===== config.mk =====
export PLATFORM = sky130hd
export DESIGN_NAME = ihct_queue
export DESIGN_NICKNAME = d
export VERILOG_FILES = /design/src/rtl/ihct_queue.sv
export SDC_FILE = /design/constraint.sdc
export NUM_CORES = 1
export LEC_CHECK = 0
export BUFFER_PORTS_ARGS = -buffer_cell sky130_fd_sc_hd__buf_2
export CORE_MARGIN = 4
export CORE_UTILIZATION = 55
export CTS_BUF_LIST = sky130_fd_sc_hd__clkbuf_8
export DETAILED_ROUTE_END_ITERATION = 16
export PLACE_DENSITY = 0.95
export RECOVER_POWER = 100
export SYNTH_ARGS = -nofsm -noshare
export SYNTH_HDL_FRONTEND = slang
export SYNTH_SLANG_ARGS = --single-unit
export TNS_END_PERCENT = 100

===== constraint.sdc =====
create_clock -name clock -period 2.9 [get_ports clock]
set_input_delay 0.58 -clock clock [delete_from_list [all_inputs] [get_ports clock]]
set_output_delay 0.58 -clock clock [all_outputs]
set_load 0.005 [all_outputs]

===== src/rtl/ihct_queue.sv =====
module ihct_queue #(
   parameter int WIDTH = 8
) (
   input  logic             clock,
   input  logic             reset,
   input  logic             push,
   input  logic [WIDTH-1:0] push_data,
   output logic             full,
   input  logic             pop,
   output logic [WIDTH-1:0] pop_data,
   output logic             empty
);

   // Two-entry queue between the front and the back part.
   logic [WIDTH-1:0] slot_ff [2];
   logic             wr_ptr_ff;
   logic             wr_ptr_in;
   logic             rd_ptr_ff;
   logic             rd_ptr_in;
   logic [1:0]       fill_ff;
   logic [1:0]       fill_in;

   assign full     = (fill_ff == 2'd2);
   assign empty    = (fill_ff == 2'd0);
   assign pop_data = slot_ff[rd_ptr_ff];

   always_comb begin
      wr_ptr_in = push ? ~wr_ptr_ff : wr_ptr_ff;
      rd_ptr_in = pop ? ~rd_ptr_ff : rd_ptr_ff;
      fill_in   = fill_ff;
      if (push && !pop) begin
         fill_in = fill_ff + 2'd1;
      end else if (pop && !push) begin
         fill_in = fill_ff - 2'd1;
      end
   end

   always_ff @(posedge clock) begin
      if (reset) begin
         wr_ptr_ff <= 1'b0;
         rd_ptr_ff <= 1'b0;
         fill_ff   <= 2'd0;
      end else begin
         wr_ptr_ff <= wr_ptr_in;
         rd_ptr_ff <= rd_ptr_in;
         fill_ff   <= fill_in;
      end
   end

   always_ff @(posedge clock) begin
      if (push) begin
         slot_ff[wr_ptr_ff] <= push_data;
      end
   end

endmodule


# Yosys cells after proc, flatten, opt, wreduce, memory -nomap -nowiden
# Memories as Yosys holds them, arrays and structs flattened. A register that Yosys moved wholly into a read port is not among the register bits.
# Cells that the tools add are included.
# Widths: inputs -> output; s select.
# word_totals
ff_bits	4
mem_bits_rw	16
inputBits	12
output_inout_bits	10
word_cells	21
n_memories	1
# op_classes
addsub	2
eq_ne	1
muxes	6
n_bitwise	2
n_reduce_logical	6
# memory_table
name	depth	width	rd	rd_clocked_by_memory_dff	write_ports	line_no	source
slot_ff	2	8	1	1	1	15	logic [WIDTH-1:0] slot_ff [2];
# op_table
op	n
$mux 1	4
$mux 2	2
$add 2x1->2 const B	1
$eq 2x2->1 const B	1
$logic_and 1x1->1	2
$logic_not 1->1	2
$logic_not 2->1	1
$not 1->1	2
$reduce_bool 2->1	1
$sub 2x1->2 const B	1

# Longest topological paths before layout
# depth
word_depth	4
mapped_depth	5
depth_no_buf	5

# Worst setup path after synthesis
# OpenSTA, ideal clock, no wires.
# synth_path
path_type	input -> register
start	input port pop
end	register fill_ff[1]
arrival_time_ns	1.354
t_required_ns	2.830
setup_slack_ns	1.476
cell_stages	4
path_cell_list	inv_1 > ha_1 > or3_1 > a21oi_1
# synth_via
elab_chain_cells	3
# synth_lines
item	line_no	source
start, declared	9	input logic pop,
$logic_not 1->1	31	if (push && !pop) begin
$logic_and 1x1->1	31	
$mux 2 / $reduce_bool 2->1 (equally long branches)	-	
end signal, assigned	46	fill_ff <= fill_in;
end, declared	20	logic [1:0] fill_ff;
# Parallel ways exist; a longest one is shown, timed or not.
# A chain may end at the register's enable or synchronous reset.

==> impl_metrics.json <==
{
  "cts_resized": 0,
  "maxSlewViolCount": 0,
  "synthDistinctLibCells": 15,
  "powerDensity_mw_per_mm2": 656,
  "stdcell_count": 86,
  "remaining_drc_errors": 0,
  "relSlewSlack": 0.533,
  "core_region_area_mm2": 0.00132,
  "postCtsSetupBuffers": 0,
  "status": "completed",
  "wirelength_mm": 1.27,
  "dr.pass1.iters": 4,
  "syn-mean-instance-area_um2": 16.7,
  "p_leak_nw": 0.354,
  "cts_max_path_buffers": 2,
  "design_area_um2": 933,
  "dr.first_iter.drc_count": 6,
  "worstMarginPinSlew_ns": 0.699,
  "synth_top_family_by_area": "multiplexers",
  "critPathMaxFanout": 8,
  "fmax_mhz": 534,
  "seqPwrFrac": 0.590,
  "hold_viol": 0,
  "timing.clock.skew_ns": 0.000847,
  "cp-end-kind": "output pin",
  "grt_usage": 0.137,
  "viasPerCell": 5.19,
  "gp_congestion": 0.649,
  "fin_crit_sh": 0.646,
  "cp-start-kind": "flop",
  "drv_cap": 0,
  "ys_seq_elements": 21,
  "cts.sinks": 21,
  "placed_cell_area_um2": 902,
  "synthCells": 47,
  "synthSimpleGateAreaFrac": 0.0591,
  "fin_ws_ns": 1.03,
  "synth-compound-area-share": 0.0128,
  "holdWs_ns": 0.511,
  "power.internal_w": 0.000479,
  "worstPathCellList": "mux2_2 -> buf_2",
  "worst-path-buf-inv": 1,
  "portBuffers": 21,
  "row_count": 13,
  "critPathMaxStageDelay_ns": 0.53,
  "nFillCells": 97,
  "clk_latency_ns": 0.25,
  "rsz0062_at_grt": "false",
  "diodes": 0,
  "hold_class": "in2reg",
  "drive_above_1_share": 0.310,
  "synthAdderAreaFrac": 0.0160,
  "pwr-share-clk": 0.296,
  "vias": 446,
  "cts.htree.levels": 1,
  "detail-route-antenna-nets": 0,
  "grt_pass1_wl_mm": 1.82,
  "grt-ovfl-total": 0,
  "comb_power_share": 0.114,
  "synth_xor_area_frac": 0.0447,
  "worstPathArrival_ns": 1.29,
  "ios": 22,
  "synth_seq_area_share": 0.741,
  "yosys_warnings": 0,
  "p_sw_w": 0.000133,
  "synth_mux_area_frac": 0.115,
  "swShare": 0.217,
  "wl_per_cell_um": 14.7,
  "setup_viol": 0,
  "start_util": 0.594,
  "nets": 85,
  "syn_nets": 60,
  "synth_area_um2": 783,
  "place_hpwl_um": 968,
  "path_clk_slew_ns": 0.07,
  "placedCellCount": 82,
  "register_area_um2": 581,
  "min_period_ns": 1.87,
  "die_area_mm2": 0.00209,
  "critical_path.top_delay_family": "flip-flops",
  "fin_setup_tns_ns": 0,
  "multi_input_area_um2": 194,
  "hold_buffers": 0,
  "grt_max_degree": 12,
  "grt_pass1_vias": 423,
  "antenna_found_initial": 0,
  "crit_type": "reg2out",
  "worst-endpoint-required_ns": 2.32,
  "die_h_um": 45.7,
  "ir_drop_v": 0.000369,
  "cts-root-buf": "clkbuf_8",
  "area_growth_pct": 19.2,
  "dp_slack_ns": 1.22,
  "slowest_stage": "dfxtp_1",
  "r2r_slack_ns": 1.65,
  "cts_made_buffers": 3,
  "die_w_um": 45.7,
  "cts_tree": "yes"
}
## final cells by class
type | count | share of cell area
clock buffer | 3 | 0.0442
multi-input combinational | 24 | 0.208
tap | 15 | 0.0201
inverter | 1 | 0.00402
sequential | 21 | 0.622
timing repair buffer | 21 | 0.0979
clock inverter | 1 | 0.00402
## registers in the layout, summed over array words and instances (netlist names), named ones only
signal	cells
rd_ptr_ff	1
fill_ff	2
wr_ptr_ff	1
slot_ff	16
## path summary, 6_finish.rpt
check        cells past startpoint               startpoint                      end
max                              2                     flop              pop_data[6]
min                              1             push_data[1]  slot_ff[1][1]$_DFFE_PP_
min reg2reg                      2  fill_ff[1]$_SDFFE_PP0P_  fill_ff[1]$_SDFFE_PP0P_
max reg2reg                      1   wr_ptr_ff$_SDFFE_PP0P_  slot_ff[0][6]$_DFFE_PP_
## logic make-up (layout without fill, tap and decap cells)
kind of cell,count (synthesis),in the layout
DFF,21,21
and+or+nand+nor,9,9
muxes,8,8
xor gates and xnor gates,4,4
AOI/OAI and AO/OA,2,2
buffers and inverters,2,26
adders and majority gates,1,1
## through the flow
step	util	total power [W]
after floorplan	-	0.000407
after global placement	0.685	0.000436
after detailed placement	0.685	0.000442
after CTS	0.719	0.000623
after global routing	0.708	0.000639
final	0.708	0.000612
## cells in the mapped netlist
master / count / share of area
buf_2: 1 / 0.0064
inv_1: 1 / 0.0048
a21oi_1: 1 / 0.0064
xnor2_1: 2 / 0.022
and2_1: 1 / 0.0080
or3_1: 1 / 0.0080
xor2_1: 2 / 0.022
nor2_1: 5 / 0.024
nor2b_1: 1 / 0.0080
dfxtp_1: 5 / 0.13
mux2_2: 8 / 0.12
edfxtp_1: 16 / 0.61
and2b_2: 1 / 0.011
o21ai_0: 1 / 0.0064
ha_1: 1 / 0.016
## power groups by stage
stage	sequential, W	clock, W	combinational [W]
finish	0.000361	0.000181	0.0000697
global route	0.000363	0.000199	0.0000772
CTS	0.000362	0.000187	0.0000743
detailed placement	0.000368	0	0.0000740
global placement	0.000366	0	0.0000702
floorplan	0.000361	0	0.0000459
## cells in the final DEF, fill, tap and decap left out
cell type and n:
edfxtp_1 16, clkbuf_1 11, buf_2 10, mux2_2 8, nor2_1 5, dfxtp_1 5, clkbuf_8 3, inv_1 2
xnor2_1 2, xor2_1 2, and2_0 1, and2b_2 1, nor2b_1 1, o21ai_0 1, or3_1 1, a21oi_1 1
ha_1 1
## routing by layer
layer  vias to the layer above  GRT usage  share of wire  routed length [um]
met2                        11      0.245           0.59                 746
met1                       217      0.120           0.34                 436
li1                        214          -              -                   -
met4                         0      0.102          0.013                  17
met3                         4     0.0514          0.054                  68
met5                         -          0              0                   0
Note: power is estimated with default switching activity, not from simulation.
