**src/rtl/ihct_pkg.sv**
```systemverilog
package ihct_pkg;

   // Field widths of one entry and of the request and response payloads.
   localparam int KEY_BITS    = 16;
   localparam int REC_BITS    = 32;
   localparam int ENTRY_BITS  = KEY_BITS + REC_BITS;
   localparam int MODE_BITS   = 2;
   localparam int STATUS_BITS = 2;

   // Default geometry handed to the top level.
   localparam int DEF_BUCKET_COUNT = 32;
   localparam int DEF_CHAIN_DEPTH  = 8;

   typedef logic [MODE_BITS-1:0] op_type;

   // Operation codes, equal to the request mode codes.
   localparam op_type OP_INSERT = 2'd0;
   localparam op_type OP_FIND   = 2'd1;
   localparam op_type OP_DELETE = 2'd2;
   localparam op_type OP_NOP    = 2'd3;

   // Response status codes.
   localparam logic [STATUS_BITS-1:0] ST_DONE = 2'd0;
   localparam logic [STATUS_BITS-1:0] ST_MISS = 2'd1;
   localparam logic [STATUS_BITS-1:0] ST_FULL = 2'd2;

   typedef struct packed {
      op_type              op;
      logic [KEY_BITS-1:0] key;
      logic [REC_BITS-1:0] rec;
   } cmd_type;

   // Status of the back part, watched by the top level.
   typedef struct packed {
      logic fire;
      logic row_write;
   } back_status_type;

endpackage

```
**src/rtl/ihct_front.sv**
```systemverilog
module ihct_front #(
   parameter int BUCKET_COUNT = ihct_pkg::DEF_BUCKET_COUNT,
   parameter int BUCKET_BITS  = $clog2(BUCKET_COUNT)
) (
   input  logic                                         clock,
   input  logic                                         reset,
   input  logic                                         req_tvalid,
   output logic                                         req_tready,
   input  logic [ihct_pkg::ENTRY_BITS-1:0]              req_tdata,
   input  logic [ihct_pkg::MODE_BITS-1:0]               req_tuser,
   output logic                                         push,
   output ihct_pkg::cmd_type                            push_cmd,
   output logic [BUCKET_BITS-1:0]                       push_bucket,
   input  logic                                         q_full
);

   // The bucket is the key modulo BUCKET_COUNT, taken as a multiplication
   // by a rounded-up reciprocal, which is exact for 16-bit keys, and then a
   // subtraction with one guard compare.
   localparam int              KB       = ihct_pkg::KEY_BITS;
   localparam int              SHIFT    = KB + $clog2(BUCKET_COUNT);
   localparam int              PRODW    = 48;
   localparam longint unsigned RECIP    =
      ((64'd1 << SHIFT) + 64'(BUCKET_COUNT) - 64'd1) / 64'(BUCKET_COUNT);

   logic              stg_valid_ff;
   logic              stg_valid_in;
   ihct_pkg::cmd_type stg_cmd_ff;
   ihct_pkg::cmd_type stg_cmd_in;
   logic [KB-1:0]     stg_quot_ff;
   logic [KB-1:0]     stg_quot_in;
   logic [PRODW-1:0]  prod;
   logic [KB-1:0]     rem_raw;
   logic [KB-1:0]     rem_fix;
   logic              accept;

   assign push       = stg_valid_ff && !q_full;
   assign req_tready = !stg_valid_ff || !q_full;
   assign accept     = req_tvalid && req_tready;
   assign prod       = PRODW'(req_tdata[KB-1:0]) * PRODW'(RECIP);

   always_comb begin
      stg_cmd_in.key = req_tdata[KB-1:0];
      stg_cmd_in.rec = req_tdata[ihct_pkg::ENTRY_BITS-1:KB];
      unique case (req_tuser)
         ihct_pkg::OP_INSERT: stg_cmd_in.op = ihct_pkg::OP_INSERT;
         ihct_pkg::OP_FIND:   stg_cmd_in.op = ihct_pkg::OP_FIND;
         ihct_pkg::OP_DELETE: stg_cmd_in.op = ihct_pkg::OP_DELETE;
         default:             stg_cmd_in.op = ihct_pkg::OP_NOP;
      endcase
      stg_quot_in  = prod[SHIFT +: KB];
      stg_valid_in = accept ? 1'b1 : (push ? 1'b0 : stg_valid_ff);
   end

   always_comb begin
      rem_raw = stg_cmd_ff.key - KB'(32'(stg_quot_ff) * 32'(BUCKET_COUNT));
      rem_fix = (rem_raw >= KB'(BUCKET_COUNT)) ? rem_raw - KB'(BUCKET_COUNT) : rem_raw;
   end

   assign push_cmd    = stg_cmd_ff;
   assign push_bucket = rem_fix[BUCKET_BITS-1:0];

   always_ff @(posedge clock) begin
      if (reset) begin
         stg_valid_ff <= 1'b0;
      end else begin
         stg_valid_ff <= stg_valid_in;
      end
   end

   always_ff @(posedge clock) begin
      if (accept) begin
         stg_cmd_ff  <= stg_cmd_in;
         stg_quot_ff <= stg_quot_in;
      end
   end

endmodule

```
**config.mk**
```make
export PLATFORM = sky130hd
export DESIGN_NAME = ihct_front
export DESIGN_NICKNAME = d
export VERILOG_FILES = /design/src/rtl/ihct_pkg.sv /design/src/rtl/ihct_front.sv
export SDC_FILE = /design/constraint.sdc
export NUM_CORES = 1
export LEC_CHECK = 0
export BUFFER_PORTS_ARGS = -buffer_cell sky130_fd_sc_hd__buf_2
export CAP_MARGIN = 20
export CORE_ASPECT_RATIO = 0.5
export CORE_MARGIN = 2
export CORE_UTILIZATION = 41
export DETAILED_ROUTE_END_ITERATION = 8
export PLACE_DENSITY = 0.78
export SYNTH_ARGS = -nofsm -noshare
export SYNTH_HDL_FRONTEND = slang
export SYNTH_SLANG_ARGS = --single-unit
```
**constraint.sdc**
```tcl
create_clock -name clock -period 6.3 [get_ports clock]
set_clock_uncertainty 0.05 [all_clocks]
set_input_delay 0.945 -clock clock [delete_from_list [all_inputs] [get_ports clock]]
set_output_delay 0.945 -clock clock [all_outputs]
set_load 0.01 [all_outputs]
```
Yosys cells after proc, flatten, opt, wreduce, memory -nomap -nowiden. Cells that the tools add are included.

Order comparisons: 1. Mux-type cells: 4. $add $sub $neg: 2. Equal/unequal tests: 2. Reduce and logical (&&, ||, !) cells: 7.

Operator list (number): $ge A16 B6 Y1 const B (1); $sub A16 B16 Y16 (1); $pmux W2 S3 (1); $mux W5 (1); $sub A5 B1 Y5 const B (1); $eq A2 B1 Y1 const B (1); $eq A2 B2 Y1 const B (1); $logic_and A1 B1 Y1 (2); $logic_not A1 Y1 (2); $logic_not A2 Y1 (1); $mux W1 (2); $reduce_bool A2 Y1 (1); $logic_or A1 B1 Y1 (1).

Word-level logic and storage cells: 21. Bits in registers: 62. Input bits: 54.

Longest topological paths before layout.
Depth after elaboration: 4. Mapped depth: 2. Depth with buffers taken out: 2.

Least setup slack after synthesis. OpenSTA, ideal clock, no wires.

Path type: input to register. Start point: input q_full. End point: register stg_cmd_ff (netlist bit push_cmd[0]) (enable). Data arrival time: 2.285 ns. Cell stages on the path: 2. Setup time: 0.413 ns. Path slack: 3.552 ns. Cells stage by stage: nand2_1 -> and2_1.

Cells in the longest elaborated chain, start to end: 3.

Ends and longest elaborated chain: start, declared (RTL line ihct_front.sv:14) `input logic q_full`; $logic_not A1 Y1 (RTL line ihct_front.sv:38) `assign req_tready = !stg_valid_ff || !q_full;`; $logic_or A1 B1 Y1 (RTL line ihct_front.sv:38); $logic_and A1 B1 Y1 (RTL line ihct_front.sv:39) `assign accept = req_tvalid && req_tready;`; via accept (RTL line ihct_front.sv:35) `logic accept;`; end signal, assigned (RTL line ihct_front.sv:73) `stg_cmd_ff <= stg_cmd_in;`; end, declared (RTL line ihct_front.sv:28) `ihct_pkg::cmd_type stg_cmd_ff;`.

The timed path passes the listed nets, and every way through them passes these cells. A chain may end at the register's enable or synchronous reset.

Final worst setup path.
Start point: input q_full. End point: output push.

Cells in the longest elaborated chain, start to end: 2.

Ends and longest elaborated chain: $logic_not A1 Y1 (RTL line ihct_front.sv:37) `assign push = stg_valid_ff && !q_full;`; $logic_and A1 B1 Y1 (RTL line ihct_front.sv:37); end, declared (RTL line ihct_front.sv:11) `output logic push,`.

No other way between the ends.

==> metrics.cfg <==
[status]
status = complete, no violations

[yosys]
yosysWarningCount = 0
synth.distinct_cells = 9
yosysSeqAreaShare_pct = 95.4
synth.avg_cell_area_um2 = 25.3
synth_nets = 117
synthesis.area_mm2 = 0.00159
ys_seq_elements = 51
netlist_instances = 63

[pwr]
p_per_area_mw_per_mm2 = 277
ir_worst_vdd_uv = 129
p_leak_nw = 0.988
p_total_w = 0.000628

[detailed_routing]
vias_per_cell = 4.08
drt-pass1-iter-count = 4
final_antenna_net_count = 0
totalWireLength_um = 3310
drc = 0
first_iter_violations = 29
wl_per_cell_um = 14.6
vias = 921

[finish]
nets = 228
fillCellCount = 269
finalNonFillerCells = 226
syn_to_final_growth_pct = 42.1
layout.area.seq_mm2 = 0.00152
multi_input_area_um2 = 28.8
fin_area_mm2 = 0.00226
layout-drive-gt1-share_pct = 67.4
num_antenna_cells = 0

[clocking]
numCtsBuffers = 5
cts_setup_buffers = 0
cts_tree = done
insertion_delay_ns = 0.28
ctsHtreeMaxLevel = 2
holdBufCountCts = 0
cts_root_buffer = clkbuf_8
cts_buffer_depth = 2
path_clk_slew_ns = 0.08
cts.sink_count = 51
ctsResizeCount = 0

[grt]
grt.total_usage_pct = 13.4
grt_max_degree = 51
grt_pass1_wl_um = 4170
grt_overflow_total = 0
antenna_found_initial = 0
grt_pass1_vias = 868

[setup_path]
cp.arrival_ns = 1.38
required_ns = 5.30
rr_endpoint = push_cmd[43]
crit_family = buffers and inverters
cp.buffers_inverters = 2
r2r_cells = 3
cp_cell_sequence = buf_2 -> and2b_2 -> buf_2
critPathMostFrequentCell = buf_2
worst_setup_path_start_kind = input pin
path_class = in2out
cpPeakStageDelay_ns = 0.20
crit_fanout = 3
r2r_slack_ns = 5.01
critPathCaptureType = output port
crit_slowest_cell = and2b_2
worstReg2RegStart = stg_valid_ff

[sta]
rsz0062_at_grt = false
hold_violations = 0
drv_slew = 0
relSlewSlack_pct = 84.7
worst_pin_slew_ns = 0.229
setup-violations-final = 0
period_needed_ns = 2.37
period_share_pct = 37.6
finalSetupTns_ns = 0
max_freq_mhz = 422

[floorplan]
start_util_pct = 44.5
rows = 15
core_area_mm2 = 0.00358
die_height_um = 48.1
die_w_um = 92.2
die_area_mm2 = 0.00443
ios = 111

[flow_run]
maxCapViolCount = 0

[hold_path]
min-delay-start = stg_valid_ff
min_to = stg_valid_ff
hold_class = reg2reg
hold_depth = 2

[place]
dp_cells = 217
port-buffer-count = 110
gp_congestion = 0.709
placed_area_mm2 = 0.00216

placed cells by master, fill, tap and decap left out, drive strengths merged:
| master | synthesis | layout |
|---|---|---|
| buf | 5 | 111 |
| edfxtp | 50 | 50 |
| clkbuf | 2 | 6 |
| clkinv | 0 | 2 |
| nand2 | 1 | 1 |
| and2 | 1 | 1 |
| and2b | 1 | 1 |
| a21oi | 1 | 1 |
| nor2 | 1 | 1 |
| dfxtp | 1 | 1 |
synthesized netlist by cell type:
cell / count / area share, %
a21oi_1: 1 / 0.31
and2_1: 1 / 0.39
and2b_2: 1 / 0.55
buf_4: 5 / 2.4
clkbuf_1: 2 / 0.47
dfxtp_1: 1 / 1.3
edfxtp_1: 50 / 94
nand2_1: 1 / 0.24
nor2_1: 1 / 0.24
worst max path at each step:
| stage | to | cells past startpoint | slack (ns) | start |
|---|---|---|---|---|
| 2_1_floorplan | push_cmd[0] | 2 | 3.55 | q_full |
| 3_3_place_gp | push_cmd[19] | 3 | 3.88 | q_full |
| 3_5_place_dp | push_cmd[19] | 3 | 3.83 | q_full |
| 4_1_cts | push | 3 | 3.93 | q_full |
| 5_1_grt | push | 3 | 3.91 | q_full |
| 6_report | push | 3 | 3.93 | q_full |
cell families after synthesis:
family	after synthesis	share of synthesized area [%]
and+or+nand+nor	4	1.41
AOI/OAI and AO/OA	1	0.314
buffers and inverters	7	2.83
DFF	51	95.4
registers in the layout, indices dropped and copies added, names as in the netlist:
| name | flops |
|---|---|
| push_cmd | 50 |
| stg_valid_ff | 1 |
final cells by class:
| cell class | count | share of cell area, % |
|---|---|---|
| clock inverter | 2 | 0.331 |
| clock buffer | 6 | 3.20 |
| sequential | 51 | 67.2 |
| timing repair buffer | 111 | 25.2 |
| multi-input combinational | 5 | 1.27 |
| tap | 51 | 2.82 |
report_power, final:
| group | switching [W] | internal [W] |
|---|---|---|
| Clock | 0.0000928 | 0.0000758 |
| Sequential | 0.00000476 | 0.000396 |
| Combinational | 0.0000314 | 0.0000271 |
| Total | 0.000129 | 0.000499 |
metrics by stage:
step	utilization, %	hold WS (ns)	setup WS [ns]
4_1_cts	62.6	0.481	3.93
5_1_grt	63.2	0.559	3.91
2_1_floorplan	-	0.417	3.55
3_5_place_dp	60.4	0.464	3.83
3_3_place_gp	60.4	0.435	3.88
6_report	63.2	0.477	3.93
worst reg2reg max path, cell delays in order (launching register included):
cell	delay, ns
dfxtp_1	0.33
nand2_1	0.07
and2_2	0.26
buf_12	0.27
per-layer routing:
layer | global-route usage [%] | wire (µm) | vias to the layer above
met5 | 0 | 0 | -
met4 | 5.37 | 35 | 0
met3 | 4.17 | 113 | 4
met2 | 27.8 | 1980 | 24
met1 | 13.4 | 1180 | 437
li1 | - | - | 456
Note: power is estimated with default switching activity, not from simulation.
